$ cat src/hdl/neighbour_difference_smoother_assert.svh
// ----------------------------------------------------------------------------
// neighbour_difference_smoother_assert.svh
// Assertion macros used by the smoother back end, nds_back.
// ----------------------------------------------------------------------------
`ifndef NEIGHBOUR_DIFFERENCE_SMOOTHER_ASSERT_SVH
`define NEIGHBOUR_DIFFERENCE_SMOOTHER_ASSERT_SVH

// same-cycle implication, off while in reset
`define NDS_ASSERT_IMPLY(label, clk, rst_n, ante, cons) \
    label: assert property (@(posedge clk) disable iff (!rst_n) (ante) |-> (cons)) \
        else $error("neighbour_difference_smoother: same-cycle check failed");

// next-cycle implication, off while in reset
`define NDS_ASSERT_NEXT(label, clk, rst_n, ante, cons) \
    label: assert property (@(posedge clk) disable iff (!rst_n) (ante) |=> (cons)) \
        else $error("neighbour_difference_smoother: next-cycle check failed");

`endif

$ cat src/hdl/nds_pkg.sv
// ----------------------------------------------------------------------------
// nds_pkg
// Shared types and fixed widths of the neighbour-difference smoother.
// ----------------------------------------------------------------------------
package nds_pkg;

    localparam int PIX_W      = 16;
    localparam int UPD_W      = 32;
    localparam int GAIN_W     = 16;
    localparam int FRAC_W     = 16;
    localparam int COORD_W    = 9;
    localparam int CFG_IDX_W  = 2;
    localparam int CFG_DATA_W = 16;

    typedef logic [COORD_W-1:0] t_coord;

    typedef enum logic [1:0] {
        CMD_LOAD,
        CMD_SMOOTH,
        CMD_PASS
    } t_kind;

    typedef struct packed {
        t_kind                    kind;
        logic [7:0]               col;
        logic [7:0]               row;
        t_coord                   x0;
        t_coord                   x1;
        t_coord                   y0;
        t_coord                   y1;
        logic [PIX_W-1:0]         pix;
        logic signed [UPD_W-1:0]  upd;
    } t_cmd;

endpackage

$ cat src/hdl/nds_fifo.sv
// ----------------------------------------------------------------------------
// nds_fifo
// Short command queue between the classifier and the window engine.
// ----------------------------------------------------------------------------
module nds_fifo
    import nds_pkg::*;
#(
    parameter int DEPTH = 4
) (
    input  logic i_clk,
    input  logic i_rst_n,
    input  logic i_push,
    input  t_cmd i_cmd,
    output logic o_full,
    input  logic i_pop,
    output t_cmd o_head,
    output logic o_empty
);

    localparam int PW = $clog2(DEPTH);

    t_cmd          r_mem [DEPTH];
    logic [PW-1:0] r_wr;
    logic [PW-1:0] r_rd;
    logic [PW:0]   r_count;
    logic [PW-1:0] n_wr;
    logic [PW-1:0] n_rd;

    assign n_wr    = (r_wr == PW'(DEPTH - 1)) ? '0 : r_wr + 1'b1;
    assign n_rd    = (r_rd == PW'(DEPTH - 1)) ? '0 : r_rd + 1'b1;
    assign o_full  = (r_count == (PW + 1)'(DEPTH));
    assign o_empty = (r_count == '0);
    assign o_head  = r_mem[r_rd];

    always_ff @(posedge i_clk) begin
        if (i_push) begin
            r_mem[r_wr] <= i_cmd;
        end
    end

    always_ff @(posedge i_clk) begin
        if (!i_rst_n) begin
            r_wr    <= '0;
            r_rd    <= '0;
            r_count <= '0;
        end else begin
            if (i_push) begin
                r_wr <= n_wr;
            end
            if (i_pop) begin
                r_rd <= n_rd;
            end
            case ({i_push, i_pop})
                2'b10:   r_count <= r_count + 1'b1;
                2'b01:   r_count <= r_count - 1'b1;
                default: r_count <= r_count;
            endcase
        end
    end

endmodule

$ cat config.mk
export PLATFORM = sky130hd
export DESIGN_NAME = nds_fifo
export DESIGN_NICKNAME = d
export VERILOG_FILES = /design/src/hdl/neighbour_difference_smoother_assert.svh /design/src/hdl/nds_pkg.sv /design/src/hdl/nds_fifo.sv
export SDC_FILE = /design/constraint.sdc
export NUM_CORES = 1
export LEC_CHECK = 0
export ABC_AREA = 1
export BUFFER_PORTS_ARGS = -buffer_cell sky130_fd_sc_hd__buf_2
export CAP_MARGIN = 20
export CORE_ASPECT_RATIO = 1.1
export CORE_MARGIN = 2
export CORE_UTILIZATION = 50
export CTS_CLUSTER_SIZE = 40
export DETAILED_ROUTE_END_ITERATION = 6
export HOLD_SLACK_MARGIN = 0.12
export PLACE_DENSITY = 0.7
export SETUP_SLACK_MARGIN = 0.02
export SYNTH_ARGS = -nofsm -noshare
export SYNTH_HDL_FRONTEND = slang
export SYNTH_SLANG_ARGS = --single-unit
$ cat constraint.sdc
create_clock -name i_clk -period 4.6 [get_ports i_clk]
set_input_delay 0.69 -clock i_clk [delete_from_list [all_inputs] [get_ports i_clk]]
set_output_delay 0.69 -clock i_clk [all_outputs]
set_load 0.01 [all_outputs]
# Word-level counts from Yosys, hierarchy flattened
# Memories as Yosys holds them, arrays and structs flattened. A register that Yosys moved wholly into a read port is not among the register bits.
# Index checks and enable logic that the tools add are counted.
# op_classes
n_reduce_logical	2
n_addsub	4
eq_ne	5
mux	7
# ops
operator	n
2-to-1 mux 2 bit	4
== test 2 bit (second input constant)	3
case mux 3 bit (2 select lines)	1
adder 2 x 1 -> 2 bit (second input constant)	2
adder 3 x 1 -> 3 bit (second input constant)	1
== test 3 bit (second input constant)	1
zero test 3 bit	1
subtractor 3 x 1 -> 3 bit (second input constant)	1
== test 2 x 1 -> 1 bit (second input constant)	1
2-to-1 mux 1 bit	2
nonzero test 2 bit	1
# totals
output_inout_bits	104
reg_bits	7
n_memories	1
mem_bits_rw	408
inputBits	106
wordCells	22
# memory_table
memory	depth	word_bits	read_ports	rd_ports_with_merged_regs	write_ports	line_no	source
r_mem	4	102	1	1	1	nds_fifo.sv:22	t_cmd r_mem [DEPTH];

# Longest topological paths before layout
# depth
depth_word	4
mapped_depth	10
depth_no_buf	10

# Worst setup path after synthesis
# OpenSTA, ideal clock, no wires.
# synth_path
kind	input -> register
start	in i_push
end	mem r_mem[3][0] (netlist name), enable pin
path_slack_ns	1.449
arrival_time_ns	2.696
required_time_ns	4.145
setup_time_ns	0.455
cell_stages	2
path_buffers	0
cell_sequence	nand2_1 > inv_1
# synth_between
elab_chain_len	2
# synth_rtl
item	line_no	source
start, declared	nds_fifo.sv:12	input logic i_push,
2-to-1 mux 1 bit	nds_fifo.sv:36	if (i_push) begin
2-to-1 mux 1 bit (implied by the code)	nds_fifo.sv:37	r_mem[r_wr] <= i_cmd;
end, declared	nds_fifo.sv:22	
# Every way passes these cells.

==> flow_summary.yaml <==
status:
  status: "finished clean"
timing:
  hold_violations: 0
  slew_viol_final: 0
  fin_tns_setup_ns: 0
  fin_skew_ns: 0.00787
  grt_setup_unrepaired: "no"
  fin_crit_sh_pct: 73.0
  min_period_ns: 3.36
  fmax_mhz: 298
  setup_violations: 0
  worst_pin_slew_ns: 1.07
  slew_headroom_pct: 28.8
place:
  gp_congestion: 0.724
  dpl.hpwl_um: 17600
  io_buffer_count: 209
global_routing:
  grt_pass1_vias: 9059
  track_usage_pct: 18.9
  grt_pass1_wl_um: 49200
  grt_max_degree: 205
  grt-ovfl-total: 0
  antenna_found_initial: 7
hold_path:
  hold_path.class: "input pin to flop"
critical_path:
  r2r_cells: 5
  cp_num_buf_inv: 3
  cp_max_fo: 130
  startpoint_type: "flop"
  critPathMaxStageDelay_ns: 0.69
  endpoint: "o_head[90]"
  cp.depth: 5
  cp_top_family: "buffers and inverters"
  path_class: "flop to primary output"
  cp_cell_sequence: "inv_8, buf_4, o21ai_0, o22ai_2, buf_2"
  r2r_setup_slack_ns: 2.53
  slowest_stage: "inv_8"
  arrival_ns: 2.67
  worstReg2RegStart: "r_wr[0]$_SDFFE_PN0P_"
  r2r-end: "r_mem[0][2]$_DFFE_PP_"
  required_ns: 3.91
  cp-end-kind: "primary output"
synth:
  syn_nets: 1159
  syn_inst: 1046
  ys_seq_area_share_pct: 76.9
  synth_commonest_cells: "edfxtp_1, nor2_1, o21ai_0"
  synth_top_area_cell: "edfxtp_1"
  ys_async_sr_fraction_pct: 0
  synth_edf_count: 408
  synth_top_area_share_pct: 75.8
  ys_types: 24
  ys_seq_elements: 417
  yosysMostFrequentCell: "edfxtp_1"
  synthTopCellsByArea: "edfxtp_1, o21ai_0, nor2_1, o22ai_1, o22ai_2"
  syn_area_um2: 16200
  avgSynthCellArea_um2: 15.4
  ys_warn_count: 0
  synthFlopType: "edfxtp_1"
power:
  p_clk_share_pct: 38.6
  p_per_area_nw_per_um2: 453
  p_sw_mw: 1.90
  pwr-share-seq_pct: 51.5
  power_leakage_nw: 6.51
  peakVddDrop_mv: 0.310
  combPwrFrac_pct: 9.9
  swShare_pct: 22.3
  p_int_mw: 6.62
routing:
  wl_per_cell_um: 18.9
  drc_errors: 0
  wl_met2_um: 15500
  drt_wl_total_um: 32200
  detail_route.first_pass.iterations: 5
  met1Wirelength_um: 13500
  ant_nets: 0
  routed-via-count: 9170
  drt-vias-per-instance: 5.38
  maxUsedRoutingLayer: "met5"
  detailroute.wirelength.met3_um: 2390
  detail_route.iter0.violations: 614
floorplan:
  die_w_um: 175
  die-area_um2: 33800
  ios: 210
  coreArea_um2: 32000
  start_util_pct: 50.5
  fp-row-count: 69
  die_h_um: 193
clock_tree:
  cts_buffer_depth: 3
  cts_setup_buffers: 0
  cts_tree: "yes"
  insertion_delay_ns: 0.52
  cts_max_level: 2
  root_buffer: "clkbuf_16"
  cts_resized: 0
  clkTransAtPathRegs_ns: 0.06
  numCtsBuffers: 41
  holdBufCountCts: 0
  clock_sinks: 417
run:
  max_cap_viol_count: 0
cells_and_area:
  fillers: 2434
  final_util_pct: 58.8
  final_layout_size_suffix_gt1_share_pct: 30.2
  syn_to_final_growth_pct: 16.5
  nets: 1355
==> routing by layer <==
layer  track usage, %  vias to the layer above
li1                 -                     4349
met1             24.6                     4515
met2             31.2                      239
met3             5.22                       59
met4             5.80                        8
met5                0                        -
==> worst min-delay path by stage <==
stage	start	end	cells after the start
after CTS	i_cmd[6]	r_mem[0][6]$_DFFE_PP_	1
after global routing	i_cmd[93]	r_mem[3][93]$_DFFE_PP_	1
final	i_cmd[93]	r_mem[3][93]$_DFFE_PP_	1
after floorplan	r_wr[1]$_SDFFE_PN0P_	r_wr[1]$_SDFFE_PN0P_	2
after global placement	r_wr[1]$_SDFFE_PN0P_	r_wr[1]$_SDFFE_PN0P_	2
after detailed placement	r_wr[1]$_SDFFE_PN0P_	r_wr[1]$_SDFFE_PN0P_	2
==> kinds of logic after synthesis <==
logic type | count (synthesis) | share of synthesized area, %
AO/OA/AOI/OAI | 315 | 12.7
adder cells (fa/ha/maj) | 7 | 0.588
buffers and inverters | 84 | 3.17
flip-flops | 417 | 76.9
AND/OR/NAND/NOR | 223 | 6.63
==> state kept, by name (all words and copies together), names as in the netlist, named ones only <==
register  cells
r_mem       408
r_count       3
r_rd          2
r_wr          2
==> cells in the final DEF, fill, tap and decap left out, types with 3 or more instances in the layout <==
master,n
a21oi_1,5
buf_12,6
buf_2,209
buf_4,4
bufinv_16,5
clkbuf_1,11
clkbuf_16,43
clkinv_1,6
clkinv_2,3
dfxtp_1,7
diode_2,6
edfxtp_1,408
ha_1,6
inv_1,12
inv_4,5
nand2_1,8
nor2_1,179
nor2_4,30
nor3_1,4
o21ai_0,144
o21ai_1,22
o21ai_2,42
o22ai_1,72
o22ai_2,30
==> per-stage QoR <==
step	power (mW)	hold slack, ns	setup WS, ns	cells	area (um^2)
2_1_floorplan	4.99	0.490	1.45	1046	16200
3_3_place_gp	5.30	0.510	1.90	1625	17500
3_5_place_dp	5.32	0.525	1.85	1625	17500
4_1_cts	8.59	0.351	1.28	1697	18800
5_1_grt	8.83	0.352	1.13	1699	18800
6_report	8.52	0.378	1.24	1703	18800
==> layout make-up <==
cell class                 count  area (um^2)  share of cell area, %
sequential                   417        12400                   66.1
multi-input combinational    545         3220                   17.1
timing repair buffer         219         1200                   6.35
clock buffer                  54         1120                   5.94
tap                          426          533                   2.83
clock inverter                18          220                   1.17
inverter                      18         87.6                  0.465
antenna                        6         15.0                 0.0798
==> power groups by stage <==
stage               combinational [mW]  sequential (mW)  clock (mW)
finish                           0.844             4.38        3.29
global route                     0.934             4.40        3.50
CTS                              0.859             4.39        3.35
detailed placement               0.857             4.47           0
global placement                 0.841             4.46           0
floorplan                        0.522             4.47           0
(Power assumes the default switching activity.)
