$ cat config.mk
export PLATFORM = sky130hd
export DESIGN_NAME = nds_front
export DESIGN_NICKNAME = d
export VERILOG_FILES = /design/src/hdl/neighbour_difference_smoother_assert.svh /design/src/hdl/nds_pkg.sv /design/src/hdl/nds_front.sv
export SDC_FILE = /design/constraint.sdc
export NUM_CORES = 1
export LEC_CHECK = 0
export BUFFER_PORTS_ARGS = -buffer_cell sky130_fd_sc_hd__buf_2
export CORE_ASPECT_RATIO = 1.5
export CORE_MARGIN = 2
export CORE_UTILIZATION = 40
export CTS_BUF_LIST = sky130_fd_sc_hd__clkbuf_16
export DETAILED_ROUTE_END_ITERATION = 7
export GPL_TIMING_DRIVEN = 1
export MAX_ROUTING_LAYER = met4
export PLACE_DENSITY = 0.69
export SKIP_CTS_REPAIR_TIMING = 1
export SYNTH_ARGS = -nofsm -noshare
export SYNTH_HDL_FRONTEND = slang
export SYNTH_SLANG_ARGS = --single-unit
$ cat constraint.sdc
create_clock -name i_clk -period 9.09 [get_ports i_clk]
set_clock_uncertainty 0.15 [all_clocks]
set_input_delay 1.3635 -clock i_clk [delete_from_list [all_inputs] [get_ports i_clk]]
set_output_delay 1.3635 -clock i_clk [all_outputs]
set_load 0.1 [all_outputs]
$ cat src/hdl/neighbour_difference_smoother_assert.svh
// ----------------------------------------------------------------------------
// neighbour_difference_smoother_assert.svh
// Assertion macros used by the smoother back end, nds_back.
// ----------------------------------------------------------------------------
`ifndef NEIGHBOUR_DIFFERENCE_SMOOTHER_ASSERT_SVH
`define NEIGHBOUR_DIFFERENCE_SMOOTHER_ASSERT_SVH

// same-cycle implication, off while in reset
`define NDS_ASSERT_IMPLY(label, clk, rst_n, ante, cons) \
    label: assert property (@(posedge clk) disable iff (!rst_n) (ante) |-> (cons)) \
        else $error("neighbour_difference_smoother: same-cycle check failed");

// next-cycle implication, off while in reset
`define NDS_ASSERT_NEXT(label, clk, rst_n, ante, cons) \
    label: assert property (@(posedge clk) disable iff (!rst_n) (ante) |=> (cons)) \
        else $error("neighbour_difference_smoother: next-cycle check failed");

`endif

$ cat src/hdl/nds_pkg.sv
// ----------------------------------------------------------------------------
// nds_pkg
// Shared types and fixed widths of the neighbour-difference smoother.
// ----------------------------------------------------------------------------
package nds_pkg;

    localparam int PIX_W      = 16;
    localparam int UPD_W      = 32;
    localparam int GAIN_W     = 16;
    localparam int FRAC_W     = 16;
    localparam int COORD_W    = 9;
    localparam int CFG_IDX_W  = 2;
    localparam int CFG_DATA_W = 16;

    typedef logic [COORD_W-1:0] t_coord;

    typedef enum logic [1:0] {
        CMD_LOAD,
        CMD_SMOOTH,
        CMD_PASS
    } t_kind;

    typedef struct packed {
        t_kind                    kind;
        logic [7:0]               col;
        logic [7:0]               row;
        t_coord                   x0;
        t_coord                   x1;
        t_coord                   y0;
        t_coord                   y1;
        logic [PIX_W-1:0]         pix;
        logic signed [UPD_W-1:0]  upd;
    } t_cmd;

endpackage

$ cat src/hdl/nds_front.sv
// ----------------------------------------------------------------------------
// nds_front
// Configuration registers, item classification and window clipping.
// ----------------------------------------------------------------------------
module nds_front
    import nds_pkg::*;
#(
    parameter int MAX_WIDTH  = 256,
    parameter int MAX_HEIGHT = 256,
    parameter int MAX_RADIUS = 7
) (
    input  logic                    i_clk,
    input  logic                    i_rst_n,
    input  logic                    i_cfg_valid,
    input  logic [CFG_IDX_W-1:0]    i_cfg_index,
    input  logic [CFG_DATA_W-1:0]   i_cfg_data,
    input  logic                    i_in_valid,
    output logic                    o_in_ready,
    input  logic                    i_action,
    input  logic [7:0]              i_column,
    input  logic [7:0]              i_row,
    input  logic [PIX_W-1:0]        i_pixel_value,
    input  logic signed [UPD_W-1:0] i_update_in,
    input  logic                    i_full,
    output logic                    o_push,
    output t_cmd                    o_cmd,
    output logic [GAIN_W-1:0]       o_gain
);

    localparam logic [CFG_IDX_W-1:0] CFG_WIDTH  = 2'd0;
    localparam logic [CFG_IDX_W-1:0] CFG_HEIGHT = 2'd1;
    localparam logic [CFG_IDX_W-1:0] CFG_RADIUS = 2'd2;
    localparam logic [CFG_IDX_W-1:0] CFG_GAIN   = 2'd3;
    localparam int RAD_W = 4;

    logic [COORD_W-1:0] r_width;
    logic [COORD_W-1:0] r_height;
    logic [2:0]         r_radius;
    logic [GAIN_W-1:0]  r_gain;

    logic [COORD_W-1:0] w_eff;
    logic [COORD_W-1:0] h_eff;
    logic [RAD_W-1:0]   rad;
    logic [9:0]         rad_ext;
    logic [9:0]         col_ext;
    logic [9:0]         row_ext;
    logic [9:0]         x_hi;
    logic [9:0]         y_hi;
    logic [9:0]         x_lim;
    logic [9:0]         y_lim;
    logic               in_store;
    logic               in_image;

    always_ff @(posedge i_clk) begin
        if (!i_rst_n) begin
            r_width  <= 9'd256;
            r_height <= 9'd256;
            r_radius <= 3'd1;
            r_gain   <= 16'd655;
        end else if (i_cfg_valid) begin
            case (i_cfg_index)
                CFG_WIDTH:  r_width  <= i_cfg_data[COORD_W-1:0];
                CFG_HEIGHT: r_height <= i_cfg_data[COORD_W-1:0];
                CFG_RADIUS: r_radius <= i_cfg_data[2:0];
                CFG_GAIN:   r_gain   <= i_cfg_data[GAIN_W-1:0];
                default:    r_gain   <= r_gain;
            endcase
        end
    end

    assign w_eff = (32'(r_width) > MAX_WIDTH) ? COORD_W'(MAX_WIDTH) : r_width;
    assign h_eff = (32'(r_height) > MAX_HEIGHT) ? COORD_W'(MAX_HEIGHT) : r_height;
    assign rad   = (32'(r_radius) > MAX_RADIUS) ? RAD_W'(MAX_RADIUS) : RAD_W'(r_radius);

    assign rad_ext = 10'(rad);
    assign col_ext = {2'b00, i_column};
    assign row_ext = {2'b00, i_row};
    assign x_hi    = col_ext + rad_ext;
    assign y_hi    = row_ext + rad_ext;
    assign x_lim   = {1'b0, w_eff} - 10'd1;
    assign y_lim   = {1'b0, h_eff} - 10'd1;

    assign in_store = (32'(i_column) < MAX_WIDTH) && (32'(i_row) < MAX_HEIGHT);
    assign in_image = ({1'b0, i_column} < w_eff) && ({1'b0, i_row} < h_eff);

    always_comb begin
        o_cmd.kind = i_action ? (in_image ? CMD_SMOOTH : CMD_PASS) : CMD_LOAD;
        o_cmd.col  = i_column;
        o_cmd.row  = i_row;
        o_cmd.x0   = (col_ext >= rad_ext) ? COORD_W'(col_ext - rad_ext) : '0;
        o_cmd.x1   = (x_hi > x_lim) ? x_lim[COORD_W-1:0] : x_hi[COORD_W-1:0];
        o_cmd.y0   = (row_ext >= rad_ext) ? COORD_W'(row_ext - rad_ext) : '0;
        o_cmd.y1   = (y_hi > y_lim) ? y_lim[COORD_W-1:0] : y_hi[COORD_W-1:0];
        o_cmd.pix  = i_pixel_value;
        o_cmd.upd  = i_update_in;
    end

    // drop loads that fall outside the store
    assign o_in_ready = !i_full;
    assign o_push     = i_in_valid && !i_full && (i_action || in_store);
    assign o_gain     = r_gain;

endmodule

## After elaboration in Yosys (flattened, before gate mapping)

Index checks and enable logic that the tools add are counted.

| word-level totals | value |
|---|---|
| bits in registers | 37 |
| input bits | 88 |
| output and inout bits | 120 |
| logic and storage cells | 37 |

| cells by class | value |
|---|---|
| add/sub/neg operators | 6 |
| $lt $le $gt $ge | 8 |
| equal/unequal tests | 3 |
| muxes and demuxes | 8 |
| reductions and logical operators | 8 |

Operators by type and width:

| kind | count |
|---|---|
| $mux W9 | 6 |
| $gt A9 B10 Y1 | 2 |
| $sub A9 B1 Y10 const B | 2 |
| $add A8 B3 Y9 | 2 |
| $gt A9 B9 Y1 const B | 2 |
| $lt A8 B9 Y1 | 2 |
| $sub A8 B3 Y9 | 2 |
| $ge A8 B3 Y1 | 2 |
| $reduce_and A2 Y1 | 4 |
| $eq A2 B2 Y1 const B | 2 |
| $mux W2 | 2 |
| $eq A2 B1 Y1 const B | 1 |
| $logic_and A1 B1 Y1 | 2 |
| $logic_not A2 Y1 | 1 |
| $logic_not A1 Y1 | 1 |

## Depth between registers and ports, before layout

| logic depth | value |
|---|---|
| depth after elaboration | 6 |
| gate-level depth with buffers | 14 |
| gate-level depth less buffers | 13 |

## Worst setup path after synthesis

OpenSTA, ideal clock, no wires.

| timing | value |
|---|---|
| kind | input to output |
| start | input port i_row[0] |
| end | output port o_cmd[56] (netlist name) |
| data arrival time | 5.779 ns |
| required time | 7.576 ns |
| path slack | 1.798 ns |
| stages | 12 |
| path buffers | 0 |
| cell sequence | ha_1 fa_1 nor2b_1 o2111ai_1 xor2_1 inv_1 ha_1 nand4_1 o31ai_1 o21bai_2 a21oi_4 o31ai_1 |

RTL lines:

| item | RTL line | source |
|---|---|---|
| from (decl) | nds_front.sv:21 | `input logic [7:0] i_row,` |
| to (decl) | nds_front.sv:26 | `output t_cmd o_cmd,` |

==> impl_metrics.csv <==
group,metric,value,unit
global_routing,overflow,0,
run,drv_cap,0,
place,finalWeightedCongestion,0.867,
synthesis,yosys_warnings,0,
route,routed_wl,10800,µm
power,power,0.000669,W
synthesis,synth_edf_count,0,
clock_tree,cts_buffer_depth,2,
sta,period_needed,6410,ps
synthesis,yosysSeqAreaShare,17.8,%
setup_path,critPathLaunch,"i_row[0]",
synthesis,syn_nets,675,
clock_tree,cts_made_buffers,5,
global_routing,grt_pass1_vias,3621,
global_routing,antenna_found_initial,0,
sta,tightest_slew,635,ps
hold_path,min_path_type,"reg2reg",
clock_tree,clk_pin_slew,50,ps
sta,fin_crit_sh,70.5,%
sta,fin_tns_setup,0,ps
route,drc,0,
power,power_frac_comb,50.2,%
place,io_buffer_count,111,
setup_path,critPathRequiredTime,7580,ps
synthesis,synthDistinctLibCells,62,
setup_path,r2r_start,"r_width[8]",
global_routing,grt_max_degree,38,
synthesis,ys_top_cells_by_area,"dfxtp_1 18%, ha_1 14%, buf_4 12%",
floorplanning,die_h,129,µm
setup_path,cp-end-kind,"output port",
floorplanning,placementRows,45,
floorplanning,core_area,10100,µm²
floorplanning,die-area,11200,µm²
sta,slew_headroom,57.6,%
clock_tree,cts_tree,"done",
clock_tree,root_buffer,"clkbuf_16",
power,ir_drop,0.121,mV
clock_tree,worstSkewPairLatency,280,ps
synthesis,synth-seq-cells,37,
final_layout,final_nets,708,
floorplanning,initial_core_util,41.0,%
route,drt-initial-drc-count,112,
sta,setup_violations,0,
final_layout,antenna_cells,0,
setup_path,r2r_setup_slack,7940,ps
final_layout,syn2layout_area_growth,6.32,%
setup_path,critPathLaunchType,"input port",
setup_path,arrival,4900,ps
place,post-dp-hpwl,8910,µm
global_routing,grt_use_total,19.5,%
power,p_seq_share,26.2,%
power,clockPowerShare,23.6,%
synthesis,synth.most_common_cell,"nand2_1",
synthesis,synth_cells,537,
final_layout,drive_gt1_share,23.2,%
synthesis,syn_area,4160,µm²
setup_path,path_max_fanout,8,
setup_path,cp-endpoint,"o_cmd[54]",
route,drtPass1Iterations,4,
sta,drv_slew,0,
setup_path,reg2reg_depth,2,
synthesis,synth_top_area_share,17.8,%
setup_path,r2r_end,"r_width[8]",
clock_tree,cts_max_level,2,
synthesis,synthArstFlopShare,0,%
route,detail_route.vias_per_cell,5.36,
synthesis,yosys.area.top_type,"dfxtp_1",
sta,grt_setup_unrepaired,"false",
status,outcome,"complete, no violations",
sta,fmaxAchievable,156,MHz
sta,hold_viol,0,
synthesis,synth_common_cells,"86 x nand2_1, 64 x buf_4, 46 x ha_1",
route,wl_per_cell,15.7,µm
clock_tree,cts.sinks,37,
power,p_leak,1.99,nW
floorplanning,fp.dieW,87.2,µm
synthesis,synthFlopType,"dfxtp_1",
setup_path,critPathKind,"in2out",
synthesis,syn_avg_cell_area,7.74,µm²
floorplanning,top_level_ports,208,
route,antenna_left,0,
global_routing,grt_pass1_wl,17100,µm
route,vias,3683,
power,switchingPower,0.000331,W
power,power_density,151,nW/µm²
power,p_int,0.000338,W
power,p_sw_share,49.5,%
logic make-up after synthesis:
group | count (synthesis) | share of synthesized area [%]
compound gates | 83 | 14.3
buf+inv | 109 | 16.0
flops | 37 | 17.8
mux | 23 | 5.96
fa+ha+maj | 50 | 15.8
simple gates | 208 | 24.4
xor+xnor | 27 | 5.69
metal layers:
layer	track usage (%)	vias up	part of all wire [%]
met4	8.69	0	4.3
li1	-	1831	-
met1	19.8	1706	38
met3	2.12	43	4.2
met5	-	-	0
met2	36.5	103	54
flip-flops by register name, indices dropped and copies added, names as in the netlist:
register / flops
o_gain: 16
r_width: 9
r_height: 9
r_radius: 3
placed cells by master (no fill, tap or decap), types with 11 or more instances in the layout:
cell / count
nand3_1: 15
nand2_1: 86
nor2b_1: 18
nor2_1: 39
mux2i_1: 18
a21oi_1: 16
xor2_1: 14
dfxtp_1: 37
a21boi_1: 11
xnor2_1: 13
inv_1: 23
ha_1: 46
buf_2: 111
power by group through the flow:
stage / combinational [W] / clock, W / sequential, W
finish: 0.000336 / 0.000158 / 0.000175
global route: 0.000356 / 0.000167 / 0.000176
CTS: 0.000338 / 0.000161 / 0.000176
detailed placement: 0.000337 / 0 / 0.000179
global placement: 0.000334 / 0 / 0.000179
floorplan: 0.000365 / 0 / 0.000197
how the worst min path moves through the flow:
stage | start | end | slack, ps | cells after the start
final | o_gain[12] | o_gain[12] | 310 | 2
after global routing | o_gain[5] | o_gain[5] | 320 | 2
after CTS | o_gain[12] | o_gain[12] | 310 | 2
after detailed placement | o_gain[6] | o_gain[6] | 300 | 2
after global placement | o_gain[6] | o_gain[6] | 290 | 2
after floorplan | r_height[1] | r_height[1] | 310 | 2
area by class of cell:
type / instances / area [µm²]
timing repair buffer: 112 / 563
clock inverter: 2 / 7.51
tap: 117 / 146
fill: 1073 / 5710
multi-input combinational: 391 / 2750
inverter: 23 / 86.3
clock buffer: 5 / 125
sequential: 37 / 741
through the flow:
stage	std cells	cell area (µm²)	setup slack, ps	hold WS [ps]	util (%)
final	687	4420	2680	309	43.6
after global routing	687	4420	2400	324	43.6
after CTS	687	4420	2680	312	43.6
after detailed placement	680	4290	2690	298	42.3
after global placement	680	4290	2830	291	42.3
after floorplan	537	4160	1800	311	-
worst max-delay path, stage by stage:
cell       delay [ps]
buf_2             120
ha_1              230
fa_1              410
nor2b_1           160
o2111ai_1         310
xor2_1            250
inv_1              80
ha_1              310
nand4_1           160
a211oi_1          290
o21bai_2          160
a21oi_4           320
mux2i_1           260
buf_2             450
Power figures use the tool's default switching activity.
